`src/sv/grtb_pkg.sv`:
```
// ---------------------------------------------------------------------------
// grtb_pkg
// shared constants, types and arithmetic helpers of the gradient ramp builder
// ---------------------------------------------------------------------------
package grtb_pkg;

  localparam int unsigned TexelsDefault   = 256;
  localparam int unsigned MaxStopsDefault = 16;
  localparam int unsigned QueueDepth      = 4;
  localparam int unsigned PosW            = 17;
  localparam logic [16:0] PosOne          = 17'h10000;

  // one stored stop: position and straight colour
  typedef struct packed {
    logic [16:0] pos;
    logic [7:0]  red;
    logic [7:0]  green;
    logic [7:0]  blue;
    logic [7:0]  alpha;
    logic        last;
  } stop_t;

  typedef enum logic [3:0] {
    BkIdle,
    BkClear,
    BkRdA,
    BkRdAWait,
    BkSpanSetup,
    BkDivide,
    BkPaint,
    BkEnds,
    BkEndsWait,
    BkEmitRd,
    BkEmitWait,
    BkEmit
  } back_state_e;

  // x * a / 255 rounded to nearest
  function automatic logic [7:0] premul(input logic [7:0] x, input logic [7:0] a);
    logic [15:0] t;
    logic [16:0] s;
    t = x * a;
    s = {1'b0, t} + {9'd0, t[15:8]} + 17'd128;
    return s[15:8];
  endfunction

  function automatic logic [31:0] premul_pack(input stop_t st);
    return {st.alpha, premul(st.blue, st.alpha), premul(st.green, st.alpha),
            premul(st.red, st.alpha)};
  endfunction

endpackage

```
`src/sv/grtb_front.sv`:
```
// ---------------------------------------------------------------------------
// grtb_front
// accepts stops, saturates position, queues them towards the builder
// ---------------------------------------------------------------------------
module grtb_front import grtb_pkg::*; #(
  parameter int unsigned QDepth = QueueDepth
) (
  input  logic        clk_i,
  input  logic        rst_ni,
  input  logic        push_i,
  output logic        full_o,
  input  logic [16:0] stop_position_i,
  input  logic [7:0]  stop_red_i,
  input  logic [7:0]  stop_green_i,
  input  logic [7:0]  stop_blue_i,
  input  logic [7:0]  stop_alpha_i,
  input  logic        last_stop_i,
  output logic        q_valid_o,
  output stop_t       q_data_o,
  input  logic        q_pop_i
);
  localparam int unsigned AW = $clog2(QDepth);

  stop_t           buf_q [QDepth];
  logic [AW-1:0]   wp_q, rp_q;
  logic [AW:0]     cnt_q;
  stop_t           in_st;
  logic            do_push, do_pop;

  always_comb begin
    in_st.pos   = (stop_position_i > PosOne) ? PosOne : stop_position_i;
    in_st.red   = stop_red_i;
    in_st.green = stop_green_i;
    in_st.blue  = stop_blue_i;
    in_st.alpha = stop_alpha_i;
    in_st.last  = last_stop_i;
  end

  assign full_o    = (cnt_q == (AW+1)'(QDepth));
  assign q_valid_o = (cnt_q != '0);
  assign q_data_o  = buf_q[rp_q];
  assign do_push   = push_i && !full_o;
  assign do_pop    = q_pop_i && q_valid_o;

  always_ff @(posedge clk_i) begin
    if (do_push) begin
      buf_q[wp_q] <= in_st;
    end
  end

  always_ff @(posedge clk_i or negedge rst_ni) begin
    if (!rst_ni) begin
      wp_q  <= '0;
      rp_q  <= '0;
      cnt_q <= '0;
    end else begin
      if (do_push) wp_q <= wp_q + 1'b1;
      if (do_pop)  rp_q <= rp_q + 1'b1;
      cnt_q <= cnt_q + (AW+1)'(do_push) - (AW+1)'(do_pop);
    end
  end
endmodule

```
`config.mk`:
```
export PLATFORM = sky130hd
export DESIGN_NAME = grtb_front
export DESIGN_NICKNAME = d
export VERILOG_FILES = /design/src/sv/grtb_pkg.sv /design/src/sv/grtb_front.sv
export SDC_FILE = /design/constraint.sdc
export NUM_CORES = 1
export LEC_CHECK = 0
export BUFFER_PORTS_ARGS = -buffer_cell sky130_fd_sc_hd__buf_2
export CELL_PAD_IN_SITES_DETAIL_PLACEMENT = 1
export CELL_PAD_IN_SITES_GLOBAL_PLACEMENT = 1
export CORE_AREA = 2 2 130 144
export DETAILED_ROUTE_END_ITERATION = 8
export DIE_AREA = 0 0 132 146
export PLACE_DENSITY = 0.86
export SYNTH_ARGS = -nofsm -noshare
export SYNTH_HDL_FRONTEND = slang
export SYNTH_SLANG_ARGS = --single-unit
```
`constraint.sdc`:
```
create_clock -name clk_i -period 2.5 [get_ports clk_i]
set_input_delay 0.375 -clock clk_i [delete_from_list [all_inputs] [get_ports clk_i]]
set_output_delay 0.375 -clock clk_i [all_outputs]
set_load 0.005 [all_outputs]
```
# Word level (Yosys, flattened, before mapping)
# Memories as Yosys holds them, arrays and structs flattened.
# Cells that the tools add are included.
[word_totals] ff_bits=7 latchBits=0 mem_bits_rw=200 mem_bits_ro=0 inputBits=54 output_inout_bits=52 wordCells=17 n_memories=1
[classes] addsub=4 mul=0 n_div=0 n_lt_le_gt_ge=1 n_eq_ne=1 n_shift=0 n_mux=3 bitwise_logic=0 reduce_logical=4
[mem_list] name="buf_q" depth=4 width=50 rd=1 rd_ports_with_merged_regs=0 write_ports=1 line_no="grtb_front.sv:24" source="stop_t buf_q [QDepth];"
[op_table] cell="17-bit > comparator (second input constant)" count=1
[op_table] cell="17-bit 2-to-1 mux" count=1
[op_table] cell="2-bit by 1-bit adder with 2-bit output (second input constant)" count=2
[op_table] cell="3-bit by 1-bit adder with 3-bit output" count=1
[op_table] cell="3-bit equality test (second input constant)" count=1
[op_table] cell="3-bit nonzero test" count=1
[op_table] cell="3-bit by 1-bit subtractor with 3-bit output" count=1
[op_table] cell="1-bit logical AND" count=2
[op_table] cell="1-bit 2-to-1 mux" count=2
[op_table] cell="1-bit logical NOT" count=1

# Logic depth before layout (Yosys ltp)
# Gate-level depths: netlist of run 1.
[logic_depth] word_depth=5 depth_mapped=10 ltp_nobuf=10

# Least setup slack after synthesis of run 1
# OpenSTA, ideal clock, no wires.
[synth_path] kind="reg-to-reg" from="register cnt_q[2]" to="memory buf_q[0][0] (netlist name), enable pin" arrival_ns=2.016 required_time_ns=2.087 setup_slack_ns=0.072 stages_incl_launch_ff=4 path_buffers=0 cell_sequence="dfrtp_1 nor3b_2 nor2b_2 and2_1"
[synth_via] elab_chain_cells=5
[synth_lines] element="from (decl)" line_no="grtb_front.sv:26" source="logic [AW:0] cnt_q;"
[synth_lines] element="from (signal assigned)" line_no="grtb_front.sv:59" source="cnt_q <= cnt_q + (AW+1)'(do_push) - (AW+1)'(do_pop);"
[synth_lines] element="3-bit equality test" line_no="grtb_front.sv:39" source="assign full_o = (cnt_q == (AW+1)'(QDepth));"
[synth_lines] element="named net full_o" line_no="grtb_front.sv:11" source="output logic full_o,"
[synth_lines] element="1-bit logical NOT" line_no="grtb_front.sv:42" source="assign do_push = push_i && !full_o;"
[synth_lines] element="1-bit logical AND" line_no="grtb_front.sv:42"
[synth_lines] element="1-bit 2-to-1 mux" line_no="grtb_front.sv:46" source="if (do_push) begin"
[synth_lines] element="1-bit 2-to-1 mux (not written as such)" line_no="grtb_front.sv:47" source="buf_q[wp_q] <= in_st;"
[synth_lines] element="to (decl)" line_no="grtb_front.sv:24"
# The timed path passes the listed nets, and every way through them passes these cells.

==> results.txt, run 1 <==
----------------------------------------------------
[STA]
  Peak clock frequency supported by timing ... 424.7 MHz
  Max-slew violation count ... 0
  Tcrit/Tclk final ... 0.9418
  Hold Worst Slack ... 104.9 ps
  Final Critical Period ... 2354 ps
  Setup TNS ... 0 ps
  Total count of hold-check failures in the final report ... 0
  RSZ-0062 raised after global routing ... false
  Final setup violation count ... 0
  Fin Clk Skew ... 13.05 ps
  Slew of the pin with the lowest slew margin ... 560.4 ps
  Slew Limit Headroom ... 0.6264

[Worst hold path]
  Hold Crit Start ... stop_red_i[5]
  End of the worst hold path ... buf_q[1][30]$_DFFE_PP_
  Class of the tightest hold or removal check ... in2reg
  WHS Path Cells ... 1

[Placement]
  Cell Area, Placed ... 8686 sq um
  Half-perimeter wire length of the detailed placement result ... 9648 um
  RD Place Congestion ... 0.7568
  Count of buffers from port buffering ... 105

[Critical path]
  Largest fanout on the critical path ... 9
  CP Data Arrival Time ... 1980 ps
  Flop-to-flop setup slack ... 250 ps
  Kind of capture point of the worst setup path ... output port
  Critical Path Source Type ... flip-flop
  Origin of the critical flop-to-flop path ... cnt_q[1]$_DFF_PN0_
  Number of buffer and inverter instances along the worst setup path ... 2
  Required time at the endpoint of the critical path ... 2120 ps
  Worst reg2reg path depth ... 10
  Class of the most critical setup path ... reg2out
  Slowest Stage Delay on Critical Path ... 560 ps
  Crit-path leading delay family ... flip-flops
  Critical Path Slowest Stage Cell ... sky130_fd_sc_hd__dfrtp_4
  CP cell instances ... buf_4, mux4_2, buf_2
  Crit Reg-Reg Endpoint ... cnt_q[2]$_DFF_PN0_

[Clock tree]
  TritonCTS Sinks ... 207
  Clock tree root buffer cell ... sky130_fd_sc_hd__clkbuf_16
  Clock insertion delay at the later pin of the skew report ... 490 ps
  Maximum root-to-sink buffer count ... 3
  CTS HTree Levels ... 1
  Number of buffers inserted during clock tree synthesis ... 21
  TritonCTS clock tree ... yes
  Clock-pin slew on the worst setup and hold paths ... 60 ps

[Synth]
  Netlist cell types ... 23
  Post-Syn Nets ... 381
  Netlist area before placement ... 7866 sq um
  Post-synthesis sequential element count ... 207
  Synthesized area per cell ... 24.58 sq um
  Yosys Warn Count ... 0
  Gate count after technology mapping ... 320
  Sequential area share after synthesis ... 0.7857

[Floorplanning]
  Area of the die ... 19270 sq um
  Site row count ... 51
  Top Ports ... 106
  Die extent in y ... 146 um
  Initial core utilization ... 0.4450
  Core region area ... 17680 sq um
  Horizontal die dimension ... 132 um

[Final layout]
  Final non-filler cell area ... 9379 sq um
  Filler cells ... 1572
  Final layout net count ... 515
  Syn-to-layout area delta ... 19.23%
  Fraction of final layout cells sized beyond drive strength 1 ... 0.4509

[Global routing]
  Global-route wire length before repair ... 24430 um
  Overall routing resource usage ... 0.1657
  Fraction of met3 tracks used by global routing ... 0.03379
  Pin count of the biggest net entering global routing ... 46
  Met2 capacity usage during global routing ... 0.2862
  Remaining Overflow, GRT ... 0
  Number of antenna violations at the first check in global routing ... 3
  Busiest metal layer after global routing ... met2
  Met1 track demand over resource ... 0.2137
  Via count of the first global-routing pass ... 4260

[Job]
  Number of max-capacitance violations reported ... 0

[Power]
  IR drop worst, VDD ... 599.4 uV
  Leakage component of the power ... 0.003249 uW
  Power per cell area ... 1154 nW/um^2

[Drt]
  Number of nets still failing antenna checks after routing ... 0
  Via-per-instance ratio ... 5.166
  Post-Route WL ... 15570 um
  Detailed-router iteration count before antenna repair ... 6
  Via count of the routed design ... 3663
  Number of remaining DRC errors ... 0
  Routed length per placed instance ... 21.95 um
  Number of DRC markers in iteration 0 ... 263

[Outcome]
  Run status ... completed

----------------------------------------------------
-- layout make-up --
type / count / area, sq um / share of cell area
inverters: 7 / 26.28 / 0.002801
flip-flops and latches: 207 / 6186 / 0.6596
clock inverters: 2 / 12.51 / 0.001334
clock buffers: 35 / 608.1 / 0.06483
multi-input cells: 93 / 1525 / 0.1626
repair buffers: 124 / 715.7 / 0.07631
well taps: 238 / 297.8 / 0.03175
diodes: 3 / 7.507 / 0.0008004
-- power by group --
group | switching [uW] | total (uW) | internal (uW)
combinational | 1530 | 3110 | 1580
sequential | 265 | 4870 | 4610
clock | 1190 | 2840 | 1650
total | 2980 | 10800 | 7840
-- layer usage --
| layer | wire [um] | share of wire |
|---|---|---|
| met2 | 7925 | 0.51 |
| met5 | 0 | 0 |
| met4 | 335 | 0.022 |
| met3 | 850 | 0.055 |
| met1 | 6454 | 0.41 |
-- logic make-up (layout without fill, tap and decap cells) --
family	after synthesis	in the layout	share of synthesized area
flops	207	207	0.7857
simple gates	28	28	0.02624
mux	51	51	0.1455
fa+ha+maj	7	7	0.01209
other cells	0	3	0
xor+xnor	5	5	0.005567
compound gates	2	2	0.003182
buf+inv	20	168	0.02163
-- layout by cell type (no fill, tap or decap) --
master                            n
sky130_fd_sc_hd__inv_1            7
sky130_fd_sc_hd__nor3b_2          1
sky130_fd_sc_hd__xor2_1           1
sky130_fd_sc_hd__edfxtp_1       200
sky130_fd_sc_hd__clkbuf_16       21
sky130_fd_sc_hd__diode_2          3
sky130_fd_sc_hd__clkbuf_8         3
sky130_fd_sc_hd__dfrtp_1          5
sky130_fd_sc_hd__mux4_1           2
sky130_fd_sc_hd__buf_12           2
sky130_fd_sc_hd__dfrtp_4          1
sky130_fd_sc_hd__nor4_2           4
sky130_fd_sc_hd__xnor2_1          4
sky130_fd_sc_hd__dfrtp_2          1
sky130_fd_sc_hd__clkbuf_1        11
sky130_fd_sc_hd__mux2_2           1
sky130_fd_sc_hd__buf_16           1
sky130_fd_sc_hd__buf_4           15
sky130_fd_sc_hd__or3_1            1
sky130_fd_sc_hd__nand2_1          1
sky130_fd_sc_hd__clkinv_2         1
sky130_fd_sc_hd__fa_1             1
sky130_fd_sc_hd__nor2b_1         16
sky130_fd_sc_hd__o31a_1           1
sky130_fd_sc_hd__mux4_2          48
sky130_fd_sc_hd__ha_1             6
sky130_fd_sc_hd__dlygate4sd3_1    1
sky130_fd_sc_hd__and2_2           4
sky130_fd_sc_hd__buf_2          105
sky130_fd_sc_hd__nor2b_4          1
sky130_fd_sc_hd__a41oi_2          1
sky130_fd_sc_hd__clkinvlp_4       1
-- synth_stat cells --
master,instances,share of area
sky130_fd_sc_hd__or3_1,1,0.00080
sky130_fd_sc_hd__mux4_1,2,0.0067
sky130_fd_sc_hd__clkbuf_1,2,0.00095
sky130_fd_sc_hd__dfrtp_1,7,0.022
sky130_fd_sc_hd__buf_12,5,0.013
sky130_fd_sc_hd__xnor2_1,4,0.0045
sky130_fd_sc_hd__and2_1,4,0.0032
sky130_fd_sc_hd__edfxtp_1,200,0.76
sky130_fd_sc_hd__nor2b_1,16,0.013
sky130_fd_sc_hd__xor2_1,1,0.0011
sky130_fd_sc_hd__nor3b_2,1,0.0016
sky130_fd_sc_hd__ha_1,6,0.0095
sky130_fd_sc_hd__fa_1,1,0.0025
sky130_fd_sc_hd__inv_1,7,0.0033
sky130_fd_sc_hd__buf_2,5,0.0032
sky130_fd_sc_hd__mux4_2,48,0.14
sky130_fd_sc_hd__nor2b_2,1,0.0011
sky130_fd_sc_hd__a41oi_2,1,0.0021
sky130_fd_sc_hd__nor4_2,4,0.0064
sky130_fd_sc_hd__buf_6,1,0.0014
sky130_fd_sc_hd__o31a_1,1,0.0011
sky130_fd_sc_hd__mux2_2,1,0.0014
sky130_fd_sc_hd__nand2_1,1,0.00048
-- worst max-delay path by stage --
stage	endpoint	cells after the start	startpoint	slack, ps
final	q_data_o[48]	3	rp_q[0]$_DFFE_PN0P_	150
after global routing	cnt_q[2]$_DFF_PN0_	10	cnt_q[1]$_DFF_PN0_	60
after CTS	q_data_o[48]	3	rp_q[0]$_DFFE_PN0P_	110
after detailed placement	cnt_q[2]$_DFF_PN0_	10	cnt_q[2]$_DFF_PN0_	180
after global placement	cnt_q[2]$_DFF_PN0_	10	cnt_q[2]$_DFF_PN0_	360
after floorplan	buf_q[0][0]$_DFFE_PP_	3	cnt_q[2]$_DFF_PN0_	70
-- through the flow --
step	power, uW	utilization	std cells	worst slack (ps)
floorplan	6857	-	320	71.57
global placement	7837	0.4914	664	355.2
detailed placement	7999	0.4914	664	184.2
CTS	11000	0.5299	706	109.3
global route	11390	0.5303	707	61.06
finish	10830	0.5306	709	145.5
-- registers in the layout, indices dropped and copies added (netlist names) --
| register | count |
|---|---|
| buf_q | 200 |
| cnt_q | 3 |
| rp_q | 2 |
| wp_q | 2 |
-- what timing repair did --
item,in CTS,in global routing
buffers inserted,4,0
hold buffers,1,0
endpoints found under the hold margin,7,0
endpoints found under the setup margin,32,1
gates cloned,0,0
resized for setup,0,1
No activity file was read; power rests on OpenSTA's default activity.
==> run 2: changes to the inputs <==
==> constraint.sdc (replaced) <==
create_clock -name clk_i -period 2.5 [get_ports clk_i]
set_input_delay 0.125 -clock clk_i [delete_from_list [all_inputs] [get_ports clk_i]]
set_output_delay 0.125 -clock clk_i [all_outputs]
set_load 0.005 [all_outputs]
==> run 2 against run 1 <==
Clock power is 1% lower; global-route usage fell by 0.36 points; critical endpoint is now cnt_q[2]$_DFF_PN0_; clock skew shrank 2.7 ps; critical path depth rose by 7; non-clock buffer count is 29 higher; total power down 0.67%; via count grew 2.9%; clock-buffer cell count decreased by 8; cell count is 3.7% higher; setup slack improved by 120 ps.
==> results.txt, run 2 (synthesized netlist as in run 1, its figures left out) <==
----------------------------------------------------
[Outcome]
  Run status ... completed

[Clock tree]
  Clock-pin slew on the worst setup and hold paths ... 60 ps (about the same)
  Maximum root-to-sink buffer count ... 3 (unchanged)
  Clock tree root buffer cell ... sky130_fd_sc_hd__clkbuf_16
  Clock insertion delay at the later pin of the skew report ... 470 ps (-20 ps)
  TritonCTS Sinks ... 207 (unchanged)
  CTS HTree Levels ... 1 (unchanged)
  Number of buffers inserted during clock tree synthesis ... 21 (unchanged)
  TritonCTS clock tree ... yes

[Drt]
  Post-Route WL ... 15420 um (-0.96%)
  Number of remaining DRC errors ... 0 (unchanged)
  Number of DRC markers in iteration 0 ... 211 (-20%)
  Detailed-router iteration count before antenna repair ... 4 (-2)
  Number of nets still failing antenna checks after routing ... 0 (unchanged)
  Via count of the routed design ... 3770 (+2.9%)
  Via-per-instance ratio ... 5.129 (-0.72%)
  Routed length per placed instance ... 20.98 um (-4.5%)

[Worst hold path]
  Hold Crit Start ... stop_position_i[16]
  WHS Path Cells ... 1 (unchanged)
  Class of the tightest hold or removal check ... in2reg
  End of the worst hold path ... buf_q[3][49]$_DFFE_PP_

[STA]
  Setup TNS ... 0 ps (unchanged)
  RSZ-0062 raised after global routing ... false
  Final setup violation count ... 0 (unchanged)
  Slew Limit Headroom ... 0.6073 (-0.01914)
  Total count of hold-check failures in the final report ... 0 (unchanged)
  Tcrit/Tclk final ... 0.8942 (-0.04761)
  Hold Worst Slack ... 33.74 ps (-71.13 ps)
  Final Critical Period ... 2235 ps (-119.0 ps)
  Peak clock frequency supported by timing ... 447.3 MHz (+5.3%)
  Slew of the pin with the lowest slew margin ... 589.1 ps (+28.71 ps)
  Fin Clk Skew ... 10.33 ps (-2.721 ps)
  Max-slew violation count ... 0 (unchanged)

[Final layout]
  Most common library cell in the layout ignoring fill and taps ... sky130_fd_sc_hd__edfxtp_1
  Syn-to-layout area delta ... 23.08%
  Largest regs ... buf_q (200), cnt_q (3)
  Largest register FFs ... 200 (unchanged)
  Top library cells by usage in the layout, fill and taps aside ... sky130_fd_sc_hd__edfxtp_1 (200), sky130_fd_sc_hd__buf_2 (105), sky130_fd_sc_hd__mux4_2 (48), sky130_fd_sc_hd__dlygate4sd3_1 (36), sky130_fd_sc_hd__clkbuf_16 (21)
  Largest register by flop count ... buf_q
  Fraction of final layout cells sized beyond drive strength 1 ... 0.4121 (-0.03873)
  Final layout net count ... 544 (+5.6%)

[Floorplanning]
  Site row count ... 51 (unchanged)
  Area of the die ... 19270 sq um (unchanged)
  Initial core utilization ... 0.4450 (unchanged)
  Die extent in y ... 146 um (unchanged)
  Horizontal die dimension ... 132 um (unchanged)
  Top Ports ... 106 (unchanged)
  Core region area ... 17680 sq um (unchanged)

[Critical path]
  Critical Path Slowest Stage Cell ... sky130_fd_sc_hd__dfrtp_1
  Kind of capture point of the worst setup path ... flip-flop
  Critical Path Source Type ... flip-flop
  Flop-to-flop setup slack ... 260 ps (about the same)
  CP Data Arrival Time ... 2590 ps (+610 ps)
  Origin of the critical flop-to-flop path ... cnt_q[2]$_DFF_PN0_
  Largest fanout on the critical path ... 7 (-2)
  Worst reg2reg path depth ... 10 (unchanged)
  Slowest Stage Delay on Critical Path ... 410 ps (-150 ps)
  Class of the most critical setup path ... reg2reg
  Crit Reg-Reg Endpoint ... cnt_q[2]$_DFF_PN0_
  CP cell instances ... nor3b_2, nor2b_2, inv_1, ha_1, inv_1, ha_1, inv_1, fa_1, xnor2_1, xnor2_1
  Required time at the endpoint of the critical path ... 2850 ps (+730 ps)
  Cell repeated most along the worst path ... sky130_fd_sc_hd__inv_1

[Global routing]
  Number of antenna violations at the first check in global routing ... 2 (-1)
  Remaining Overflow, GRT ... 0 (unchanged)
  Global-route wire length before repair ... 24290 um (-0.56%)
  Fraction of met3 tracks used by global routing ... 0.03413 (+0.0003483)
  Pin count of the biggest net entering global routing ... 51 (+11%)
  Busiest metal layer after global routing ... met2
  Met2 capacity usage during global routing ... 0.2849 (-0.001302)
  Via count of the first global-routing pass ... 4286 (+0.61%)
  Met1 track demand over resource ... 0.2090 (-0.004668)
  Overall routing resource usage ... 0.1621 (-0.003611)

[Placement]
  Half-perimeter wire length of the detailed placement result ... 9409 um (-2.5%)
  Count of buffers from port buffering ... 105 (unchanged)
  RD Place Congestion ... 0.6846 (-9.5%)

[Power]
  Power per cell area ... 1111 nW/um^2 (-3.8%)
  Leakage component of the power ... 0.003365 uW (+3.6%)
  IR drop worst, VDD ... 558.4 uV (-6.8%)

[Job]
  Number of max-capacitance violations reported ... 0 (unchanged)

----------------------------------------------------
[run 2: changes by cell type in the layout (fill, tap and decap cells not counted), sizes merged]
cell,change
clkinv,+6
buf,-6
bufinv,+1
diode,-1
clkinvlp,-1
clkbuf,-8
dlygate4sd3,+35
[run 2: timing repair]
action,4_1_cts,5_1_grt
hold buffers,36,0
gates resized for setup,0,0
setup endpoints to repair,0,12
setup buffers,0,1
endpoints found under the hold margin,139,0
[run 2: critical path, delay by kind of cell, from the launching register on]
kind | cells | cell delay (ps)
XOR/XNOR | 2 | 270
adder cells (fa/ha/maj) | 3 | 800
buffers and inverters | 3 | 180
flip-flops | 1 | 410
AND/OR/NAND/NOR | 2 | 460
[run 2: area by class of cell]
cell class,instances,area (sq um)
Multi-Input combinational cell,93,1520
Inverter,7,26.28
Antenna cell,2,5.005
Sequential cell,207,6186
Fill cell,1579,7994
Clock buffer,27,548.0
Clock inverter,8,60.06
Timing Repair Buffer,153,1039
Tap cell,238,297.8
[run 2: through the flow]
stage / cells / cell area, sq um / setup slack [ps] / util / power, uW
finish: 735 / 9682 / 264.5 / 0.5477 / 10750
CTS: 732 / 9657 / 1.103 / 0.5463 / 10890
floorplan: 320 / 7866 / 71.57 / - / 6857
global route: 734 / 9679 / 126.6 / 0.5476 / 11320
detailed placement: 661 / 8688 / 243.2 / 0.4915 / 8022
global placement: 661 / 8688 / 371.3 / 0.4915 / 7853
[run 2: worst max-delay path by stage]
stage,end,start,cells past startpoint
2_1_floorplan,buf_q[0][0]$_DFFE_PP_,cnt_q[2]$_DFF_PN0_,3
3_3_place_gp,cnt_q[2]$_DFF_PN0_,cnt_q[2]$_DFF_PN0_,10
3_5_place_dp,cnt_q[2]$_DFF_PN0_,cnt_q[2]$_DFF_PN0_,10
4_1_cts,q_data_o[40],rp_q[0]$_DFFE_PN0P_,3
5_1_grt,cnt_q[2]$_DFF_PN0_,cnt_q[2]$_DFF_PN0_,10
6_report,cnt_q[2]$_DFF_PN0_,cnt_q[2]$_DFF_PN0_,10
[run 2: routing by layer]
metal | up-vias | share of wire
met5 | - | 0
met4 | 0 | 0.011
met3 | 14 | 0.052
met2 | 107 | 0.52
met1 | 1985 | 0.41
li1 | 1664 | -
[run 2: where the power goes]
group	internal (uW)	switching, uW	total [uW]
Clock	1640	1160	2800
Sequential	4610	351	4960
Combinational	1580	1420	3000
